<file path="config.mk">
export PLATFORM = sky130hd
export DESIGN_NAME = tape_pulse_fsk_demodulator
export DESIGN_NICKNAME = d
export VERILOG_FILES = /design/src/hw/rtl/tpfsk_pkg.sv /design/src/hw/rtl/tape_pulse_fsk_demodulator.sv
export VERILOG_INCLUDE_DIRS = /design/src /design/src/hw/rtl
export SDC_FILE = /design/constraint.sdc
export NUM_CORES = 1
export LEC_CHECK = 0
export BUFFER_PORTS_ARGS = -buffer_cell sky130_fd_sc_hd__buf_2
export CAP_MARGIN = 20
export CORE_ASPECT_RATIO = 1.2
export CORE_MARGIN = 4
export CORE_UTILIZATION = 55
export DETAILED_ROUTE_END_ITERATION = 16
export PLACE_DENSITY = 0.77
export SLEW_MARGIN = 20
export SYNTH_ARGS = -nofsm -noshare
export SYNTH_HDL_FRONTEND = slang
export SYNTH_SLANG_ARGS = --single-unit
</file>
<file path="constraint.sdc">
create_clock -name i_clk -period 7.85 [get_ports i_clk]
set_input_delay 0.3925 -clock i_clk [delete_from_list [all_inputs] [get_ports i_clk]]
set_output_delay 0.3925 -clock i_clk [all_outputs]
set_load 0.005 [all_outputs]
</file>
<file path="src/hw/rtl/tape_pulse_fsk_demodulator_assert.svh">
// assertion macros for the tape pulse fsk demodulator
// expects i_clk and i_rst_n in the scope where the macros are used
`ifndef TAPE_PULSE_FSK_DEMODULATOR_ASSERT_SVH
`define TAPE_PULSE_FSK_DEMODULATOR_ASSERT_SVH

// implication checked at every clock edge outside reset
`define TPFSK_ASSERT_IMPL(label, ante, cons) \
    label: assert property (@(posedge i_clk) disable iff (!i_rst_n) (ante) |-> (cons)) \
        else $error("tpfsk implication check failed");

// invariant checked at every clock edge outside reset
`define TPFSK_ASSERT_ALWAYS(label, expr) \
    label: assert property (@(posedge i_clk) disable iff (!i_rst_n) (expr)) \
        else $error("tpfsk invariant check failed");

`endif

</file>
<file path="src/hw/rtl/tpfsk_pkg.sv">
// shared types and constants for the tape pulse fsk demodulator
// no dependencies
`default_nettype none

package tpfsk_pkg;

    localparam int LenW  = 32;
    localparam int RateW = 18;
    localparam int CntW  = 30;
    localparam int SymW  = 2;

    // the bit rate 1200 fits in this many bits
    localparam int BaudMulW = 11;
    localparam int DvdW     = LenW + BaudMulW;
    localparam int StepW    = $clog2(DvdW);

    // lengths from this many bits up are always silence
    localparam int SmallW = 8;
    localparam int ProdW  = 20;

    localparam logic [BaudMulW-1:0] BitRate   = 11'd1200;
    localparam logic [ProdW-1:0]    ShortMul  = 20'd3200;
    localparam logic [ProdW-1:0]    LongMul   = 20'd1200;
    localparam logic [RateW-1:0]    RateReset = 18'd44100;

    localparam logic [SymW-1:0] SymZero    = 2'd0;
    localparam logic [SymW-1:0] SymOne     = 2'd1;
    localparam logic [SymW-1:0] SymSilence = 2'd2;

    localparam logic [1:0] ShortRun = 2'd3;

    typedef struct packed {
        logic [LenW-1:0] pulse_length;
        logic            end_of_tape;
    } t_in_beat;

    typedef struct packed {
        logic [SymW-1:0] symbol;
        logic [CntW-1:0] silence_count;
    } t_out_beat;

    typedef enum logic [1:0] {
        S_IDLE,
        S_DIV,
        S_DONE
    } t_state;

endpackage

`default_nettype wire

</file>
<file path="src/hw/rtl/tape_pulse_fsk_demodulator.sv">
// a short or long pulse updates the window and any bit beat goes to the output register
// a silence pulse runs a bit-serial restoring divider, 43 steps, and blocks new pulses
// throughput: 1 pulse per cycle for short and long pulses unless the output stalls
// the next pulse is taken in S_IDLE when the output register is free or draining
// reset clears the pending pulse window and output valid and loads r_rate with 44100
// depends on tpfsk_pkg and tape_pulse_fsk_demodulator_assert.svh
`default_nettype none

`include "tape_pulse_fsk_demodulator_assert.svh"

module tape_pulse_fsk_demodulator (
    input  wire logic                         i_clk,
    input  wire logic                         i_rst_n,
    input  wire logic                         i_in_valid,
    output logic                              o_in_ready,
    input  wire tpfsk_pkg::t_in_beat          i_in_data,
    output logic                              o_out_valid,
    input  wire logic                         i_out_ready,
    output tpfsk_pkg::t_out_beat              o_out_data,
    input  wire logic                         i_cfg_valid,
    output logic                              o_cfg_ready,
    input  wire logic [tpfsk_pkg::RateW-1:0]  i_cfg_data
);

    tpfsk_pkg::t_state                 r_state, n_state;
    logic [tpfsk_pkg::RateW-1:0]       r_rate;
    logic [1:0]                        r_pend_cnt, n_pend_cnt;
    logic                              r_pend_long, n_pend_long;
    logic [tpfsk_pkg::DvdW-1:0]        r_dvd, n_dvd;
    logic [tpfsk_pkg::RateW-1:0]       r_rem, n_rem;
    logic [tpfsk_pkg::StepW-1:0]       r_step, n_step;
    logic                              r_out_valid, n_out_valid;
    tpfsk_pkg::t_out_beat              r_out_data, n_out_data;

    logic                              in_fire;
    logic                              len_small;
    logic [tpfsk_pkg::ProdW-1:0]       prod_short, prod_long, rate_ext;
    logic                              is_short, is_long;
    logic [tpfsk_pkg::RateW:0]         trial;
    logic                              trial_ge;
    logic                              cnt_ovf;

    // the divider reads the rate, so it only changes between pulses
    assign o_cfg_ready = (r_state == tpfsk_pkg::S_IDLE);
    assign o_in_ready  = (r_state == tpfsk_pkg::S_IDLE) && (!r_out_valid || i_out_ready);
    assign in_fire     = i_in_valid && o_in_ready;
    assign o_out_valid = r_out_valid;
    assign o_out_data  = r_out_data;

    // pulse class, exact integer thresholds on the low byte
    assign len_small  = ~|i_in_data.pulse_length[tpfsk_pkg::LenW-1:tpfsk_pkg::SmallW];
    assign prod_short = tpfsk_pkg::ProdW'(i_in_data.pulse_length[tpfsk_pkg::SmallW-1:0])
                        * tpfsk_pkg::ShortMul;
    assign prod_long  = tpfsk_pkg::ProdW'(i_in_data.pulse_length[tpfsk_pkg::SmallW-1:0])
                        * tpfsk_pkg::LongMul;
    assign rate_ext   = tpfsk_pkg::ProdW'(r_rate);
    assign is_short   = len_small && (prod_short <= rate_ext);
    assign is_long    = len_small && (prod_long < rate_ext);

    // one restoring division step, quotient bits shift in behind the dividend
    assign trial    = {r_rem, r_dvd[tpfsk_pkg::DvdW-1]};
    assign trial_ge = trial >= {1'b0, r_rate};
    assign cnt_ovf  = |r_dvd[tpfsk_pkg::DvdW-1:tpfsk_pkg::CntW];

    always_ff @(posedge i_clk) begin
        if (!i_rst_n) begin
            r_state     <= tpfsk_pkg::S_IDLE;
            r_rate      <= tpfsk_pkg::RateReset;
            r_pend_cnt  <= 2'd0;
            r_pend_long <= 1'b0;
            r_out_valid <= 1'b0;
        end else begin
            r_state     <= n_state;
            r_pend_cnt  <= n_pend_cnt;
            r_pend_long <= n_pend_long;
            r_out_valid <= n_out_valid;
            if (i_cfg_valid && o_cfg_ready) begin
                r_rate <= i_cfg_data;
            end
        end
    end

    always_ff @(posedge i_clk) begin
        r_dvd      <= n_dvd;
        r_rem      <= n_rem;
        r_step     <= n_step;
        r_out_data <= n_out_data;
    end

    always_comb begin
        n_state     = r_state;
        n_pend_cnt  = r_pend_cnt;
        n_pend_long = r_pend_long;
        n_dvd       = r_dvd;
        n_rem       = r_rem;
        n_step      = r_step;
        n_out_valid = r_out_valid && !i_out_ready;
        n_out_data  = r_out_data;

        case (r_state)
            tpfsk_pkg::S_IDLE: begin
                if (in_fire) begin
                    if (is_short) begin
                        if (r_pend_long) begin
                            // a pending long is dropped, new run of shorts
                            n_pend_cnt  = 2'd1;
                            n_pend_long = 1'b0;
                        end else if (r_pend_cnt == tpfsk_pkg::ShortRun) begin
                            n_pend_cnt  = 2'd0;
                            n_out_valid = 1'b1;
                            n_out_data  = {tpfsk_pkg::SymOne, tpfsk_pkg::CntW'(0)};
                        end else begin
                            n_pend_cnt = r_pend_cnt + 2'd1;
                        end
                    end else if (is_long) begin
                        if (r_pend_long) begin
                            n_pend_cnt  = 2'd0;
                            n_pend_long = 1'b0;
                            n_out_valid = 1'b1;
                            n_out_data  = {tpfsk_pkg::SymZero, tpfsk_pkg::CntW'(0)};
                        end else begin
                            n_pend_cnt  = 2'd1;
                            n_pend_long = 1'b1;
                        end
                    end else begin
                        n_pend_cnt  = 2'd0;
                        n_pend_long = 1'b0;
                        n_dvd       = tpfsk_pkg::DvdW'(i_in_data.pulse_length)
                                      * tpfsk_pkg::DvdW'(tpfsk_pkg::BitRate);
                        n_rem       = '0;
                        n_step      = '0;
                        n_state     = tpfsk_pkg::S_DIV;
                    end
                    if (i_in_data.end_of_tape) begin
                        n_pend_cnt  = 2'd0;
                        n_pend_long = 1'b0;
                    end
                end
            end
            tpfsk_pkg::S_DIV: begin
                n_dvd  = {r_dvd[tpfsk_pkg::DvdW-2:0], trial_ge};
                n_rem  = trial_ge ? tpfsk_pkg::RateW'(trial - {1'b0, r_rate})
                                  : trial[tpfsk_pkg::RateW-1:0];
                n_step = r_step + 1'b1;
                if (r_step == tpfsk_pkg::StepW'(tpfsk_pkg::DvdW - 1)) begin
                    n_state = tpfsk_pkg::S_DONE;
                end
            end
            tpfsk_pkg::S_DONE: begin
                if (!r_out_valid || i_out_ready) begin
                    n_out_valid = 1'b1;
                    n_out_data.symbol        = tpfsk_pkg::SymSilence;
                    n_out_data.silence_count = cnt_ovf ? '1 : r_dvd[tpfsk_pkg::CntW-1:0];
                    n_state = tpfsk_pkg::S_IDLE;
                end
            end
            default: begin
                n_state = tpfsk_pkg::S_IDLE;
            end
        endcase
    end

    `TPFSK_ASSERT_IMPL(a_ready_only_idle, o_in_ready, r_state == tpfsk_pkg::S_IDLE)
    `TPFSK_ASSERT_ALWAYS(a_long_is_single, !r_pend_long || (r_pend_cnt == 2'd1))
    `TPFSK_ASSERT_IMPL(a_bit_has_no_count,
        o_out_valid && (o_out_data.symbol != tpfsk_pkg::SymSilence),
        o_out_data.silence_count == '0)
    `TPFSK_ASSERT_IMPL(a_div_keeps_window, r_state == tpfsk_pkg::S_DIV,
        (r_pend_cnt == 2'd0) && !r_pend_long)

endmodule

`default_nettype wire
</file>
Yosys cells after proc, flatten, opt, wreduce, memory -nomap -nowiden
Cells that the tools add are included.

Output and inout port bits: 35. Flip-flop bits (word level): 123. Input port bits: 56. Logic and storage cells: 97.

Muxes and demuxes: 46. Multiply operators: 3. Reduce and logical (&&, ||, !) cells: 19. Magnitude comparators: 3. Eq/ne operators: 13. Add/subtract/negate cells: 3.

Operator list (number): two-way mux 32 bit (7); two-way mux 43 bit (3); one-hot mux 43 bit (2 select lines) (1); two-way mux 18 bit (4); one-hot mux 32 bit (2 select lines) (1); multiplier 32 x 7 -> 39 bit (second input constant) (1); one-hot mux 18 bit (2 select lines) (1); two-way mux 30 bit (1); OR reduction 24 bit (1); less-or-equal comparator 20 x 18 -> 1 bit (1); two-way mux 2 bit (10); >= comparator 19 x 18 -> 1 bit (1); < comparator 19 x 18 -> 1 bit (1); two-way mux 6 bit (3); subtractor 18 bit (1); multiplier 8 x 7 -> 15 bit (second input constant) (1); multiplier 8 x 5 -> 13 bit (second input constant) (1); OR reduction 13 bit (1); two-way mux 1 bit (12); one-hot mux 6 bit (2 select lines) (1); != test 2 bit (second input constant) (4); AND reduction 7 bit (1); adder 6 x 1 -> 6 bit (second input constant) (1); == test 6 bit (second input constant) (1); 17 further kinds (27).

Depth between registers and ports, before layout
Depth in word-level cells: 7. Depth in mapped cells: 24.

Worst setup path after synthesis
Ideal clock, no wire load.

Path kind: input to register. From: input port i_in_data[5] (netlist bit). To: register r_dvd[0] (netlist bit), enable pin. Required time: 7358 ps. Library setup time: 492 ps. Path slack: 212 ps. Stages: 22. Arrival time: 7145 ps. Cell sequence: ha_1 > ha_1 > inv_1 > fa_1 > inv_1 > fa_1 > ha_1 > a21oi_1 > nand2_1 > a41o_1 > a41oi_1 > nand2b_1 > a21oi_1 > xnor2_1 > ha_1 > a211oi_1 > nand2_1 > o221ai_1 > nor3b_1 > nor3b_1 > nor2_1 > nor2_1.

Longest elaborated chain between the ends: 5. Elaborated cells between the ends (all ways): 9.

RTL lines: start: declaration (line tape_pulse_fsk_demodulator.sv:16) `input wire tpfsk_pkg::t_in_beat i_in_data,`; multiplier 8 x 5 -> 13 bit or multiplier 8 x 7 -> 15 bit (tied branches) (line tape_pulse_fsk_demodulator.sv:53, tape_pulse_fsk_demodulator.sv:55); less-or-equal comparator 20 x 18 -> 1 bit or < comparator 19 x 18 -> 1 bit (tied branches) (line tape_pulse_fsk_demodulator.sv:57, tape_pulse_fsk_demodulator.sv:58); logical AND 1 bit, on equally long branches (line tape_pulse_fsk_demodulator.sv:57, tape_pulse_fsk_demodulator.sv:58); != test 2 bit (no line); AND reduction 4 bit (no line) (*); end signal: assignment (line tape_pulse_fsk_demodulator.sv:84) `r_dvd <= n_dvd;`; end: declaration (line tape_pulse_fsk_demodulator.sv:29) `logic [tpfsk_pkg::DvdW-1:0] r_dvd, n_dvd;`.

Every way passes the cells marked *; elsewhere a longest branch is shown, timed or not. A chain may end at the register's enable or synchronous reset.

Worst setup path in the final report
From: input port i_in_data[7] (netlist bit). To: register r_out_data (netlist bit o_out_data[30]), enable pin.

Longest elaborated chain between the ends: 5. Elaborated cells between the ends (all ways): 11.

RTL lines: multiplier 8 x 5 -> 13 bit or multiplier 8 x 7 -> 15 bit (tied branches) (line tape_pulse_fsk_demodulator.sv:53, tape_pulse_fsk_demodulator.sv:55); less-or-equal comparator 20 x 18 -> 1 bit or < comparator 19 x 18 -> 1 bit (tied branches) (line tape_pulse_fsk_demodulator.sv:57, tape_pulse_fsk_demodulator.sv:58); logical AND 1 bit, on equally long branches (line tape_pulse_fsk_demodulator.sv:57, tape_pulse_fsk_demodulator.sv:58); != test 3 x 2 -> 1 bit (no line), or another cell as far along; AND reduction 7 bit (no line) (*); end signal: assignment (line tape_pulse_fsk_demodulator.sv:87) `r_out_data <= n_out_data;`; end: declaration (line tape_pulse_fsk_demodulator.sv:33) `tpfsk_pkg::t_out_beat r_out_data, n_out_data;`.

Marked as above.

==> impl_metrics.toml <==
[timing]
setup_violations = 0
period_needed_ps = 6210
maxSlewViolCount = 0
hold_viol = 0
clock_skew_ps = 11.3
grt_setup_unrepaired = "no"
worst_slew_pin_slew_ps = 822
maxSlewHeadroom_pct = 45.2
fmax_mhz = 161
timing.final.crit_share_pct = 79.2
tns_ps = 0

[pwr]
fin_total_pwr_mw = 3.62
intPower_mw = 2.16
p_seq_share_pct = 27.6
p_sw_mw = 1.47
ir_drop_mv = 0.194
p_leak_nw = 6.18
p_sw_share_pct = 40.5
clkPwrFrac_pct = 21.1
p_per_area_nw_per_um2 = 278
p_comb_share_pct = 51.2

[cts]
cts_tree = "built"
htree_num_levels = 4
cts_num_sinks = 123
clk_pin_slew_ps = 60
root_buffer = "clkbuf_16"
cts_resized = 0
clock_path_buffers = 2
cts_buffers = 17
cts_hold_buf = 0
post_cts_buffers = 0
insertion_delay_ps = 420

[floorplan]
start_util_pct = 55.8
dieHeight_um = 168
core_um2 = 21000
io_pins = 91
rows = 58
die_area_um2 = 23700
die_x_um = 141

[outcome]
status = "completed"

[setup_path]
crit_fanout = 19
r2r_end = "o_out_data[30]$_SDFFCE_PP0P_"
path_class = "input port to flip-flop"
reg2reg_setup_slack_ps = 3920
reg2reg_depth = 10
arrival_ps = 6310
reg2reg_from = "r_rate[8]$_SDFFE_PN0P_"
cp.required_ps = 7940
cp-end-kind = "flip-flop"
crit_start = "i_in_data[7]"
worst_setup_path_start_kind = "input port"

[synth]
synth.largest_area_cell = "edfxtp_1"
synth_async_sr_flop_share_pct = 0
synthDistinctLibCells = 59
ys_seq_area_share_pct = 29.5
avgSynthCellArea_um2 = 9.27
yosys_warnings = 0
synth-main-ff-cell = "edfxtp_1"
syn_area_um2 = 11700
syn_inst = 1262
synthTopCellsByArea = "edfxtp_1 (25%), ha_1 (21%), fa_1 (10%)"
syn-num-nets = 1574
synth_edf_count = 99
yosysTopAreaCellShare_pct = 25.4
synth_seq_cells = 123

[worst_hold_path]
hold_end = "r_rate[6]$_SDFFE_PN1P_"
hp-start = "i_cfg_data[6]"
whs_path_depth = 3
hp-class = "input port to flip-flop"

[detailed_routing]
drtPass1Iterations = 5
drt_iter0_drc = 640
finalWirelength_um = 26800
drc_errors = 0
ant_nets = 0
viasPerCell = 5.58
num_vias = 9093
wire_per_inst_um = 16.4

[cells_and_area]
num_antenna_cells = 0
final_cells = 1631
area_growth_pct = 11.2
n_fill_cell = 1771
final_common_cell = "ha_1"
layout-drive-gt1-share_pct = 10.2
fin_nets = 1660
design_area_um2 = 13000
layout_common_cells = "ha_1 (196), inv_1 (184), nor2_1 (148)"

[placed_design]
numPortBuffers = 90
gp_congestion = 0.869
post-dp-hpwl_um = 21300
place_inst = 1599
dpl-instance-area_um2 = 12400

[global_route]
grt_use_total_pct = 23.0
grt_max_degree = 47
grt_pass1_vias = 9174
antenna_found_initial = 0
grt_overflow = 0
grt_pass1_wl_um = 44200

[job]
drv_cap = 0
==> power groups by stage <==
stage	Sequential, mW	Clock [mW]	Combinational (mW)
4_1_cts	1.00	0.776	1.86
6_report	1.00	0.766	1.86
5_1_grt	1.02	0.810	2.11
2_1_floorplan	0.989	0	1.43
3_5_place_dp	1.01	0	1.84
3_3_place_gp	1.01	0	1.79
==> cells in the mapped netlist (all sizes together), types with 3 or more instances <==
master and n:
ha 196, inv 184, nor2 149, nand2 103, edfxtp 99, a21oi 72, fa 60, o21ai 47
xnor2 38, clkbuf 26, xor2 26, dfxtp 24, a21o 21, nand3 19, nor3 17, a211oi 16
a21boi 16, mux2i 14, nor2b 12, o211ai 11, o21a 11, and2 10, nor4 9, nand2b 8
nand4 8, a31oi 7, and3 5, and4 4, o21bai 4, o31ai 4, buf 3, o311ai 3
or2 3
==> registers in the layout (all words and copies together), names as in the netlist <==
signal	cells
r_state	2
o_out_data	32
r_step	6
r_dvd	43
r_rem	18
o_out_valid	1
r_pend_long	1
r_rate	18
r_pend_cnt	2
==> worst max-delay path, cell delays in order <==
cell and delay [ps]:
buf_2 210, ha_1 270, ha_1 270, inv_1 50
fa_1 530, inv_1 50, fa_1 450, ha_1 370
a21oi_1 170, nand2_1 80, a41o_1 260, a41oi_1 300
nand2b_1 90, a21oi_1 170, xnor2_1 140, ha_1 260
a211oi_1 240, nand2_1 80, o221ai_1 160, nor3b_1 480
nand4_1 150, o21ai_1 140, o21a_1 550, buf_4 390
==> through the flow <==
step	util [%]	hold WS [ps]	setup slack (ps)
after floorplan	-	443	212
after global placement	59.3	452	1330
after detailed placement	59.3	457	1250
after CTS	62.1	193	1620
after global routing	62.1	224	1160
final	62.1	204	1640
==> area by class of cell <==
type	instances	area [µm²]	area share, %
clock buffers	17	425	3.27
clock inverters	15	150	1.15
flip-flops and latches	123	3450	26.5
well taps	270	338	2.60
repair buffers	96	495	3.81
multi-input cells	926	7460	57.3
inverters	184	691	5.31
==> kinds of logic (layout without fill, tap and decap cells) <==
| group | Yosys count | count (layout) | synth area share (%) |
|---|---|---|---|
| mux | 15 | 15 | 1.29 |
| xor+xnor | 64 | 64 | 4.79 |
| simple gates | 357 | 357 | 13.6 |
| compound gates | 234 | 234 | 12.7 |
| flops | 123 | 123 | 29.5 |
| fa+ha+maj | 256 | 256 | 31.2 |
| buf+inv | 213 | 312 | 6.85 |
==> worst max path at each step <==
stage	endpoint	slack, ps	cells past startpoint
final	o_out_data[30]$_SDFFCE_PP0P_	1640	24
after global routing	o_out_data[31]$_SDFFCE_PP1P_	1160	24
after CTS	o_out_data[31]$_SDFFCE_PP1P_	1620	24
after detailed placement	o_out_data[19]$_SDFFCE_PN0P_	1250	24
after global placement	o_out_data[19]$_SDFFCE_PN0P_	1330	24
after floorplan	r_dvd[0]$_SDFFCE_PN0P_	210	22
==> routing by layer <==
layer	routed length [µm]	track usage [%]	vias up
li1	-	-	4510
met1	11600	29.1	4315
met2	13300	40.0	217
met3	1110	3.32	51
met4	852	8.22	0
met5	0	0	-
Note: power is estimated with default switching activity, not from simulation.
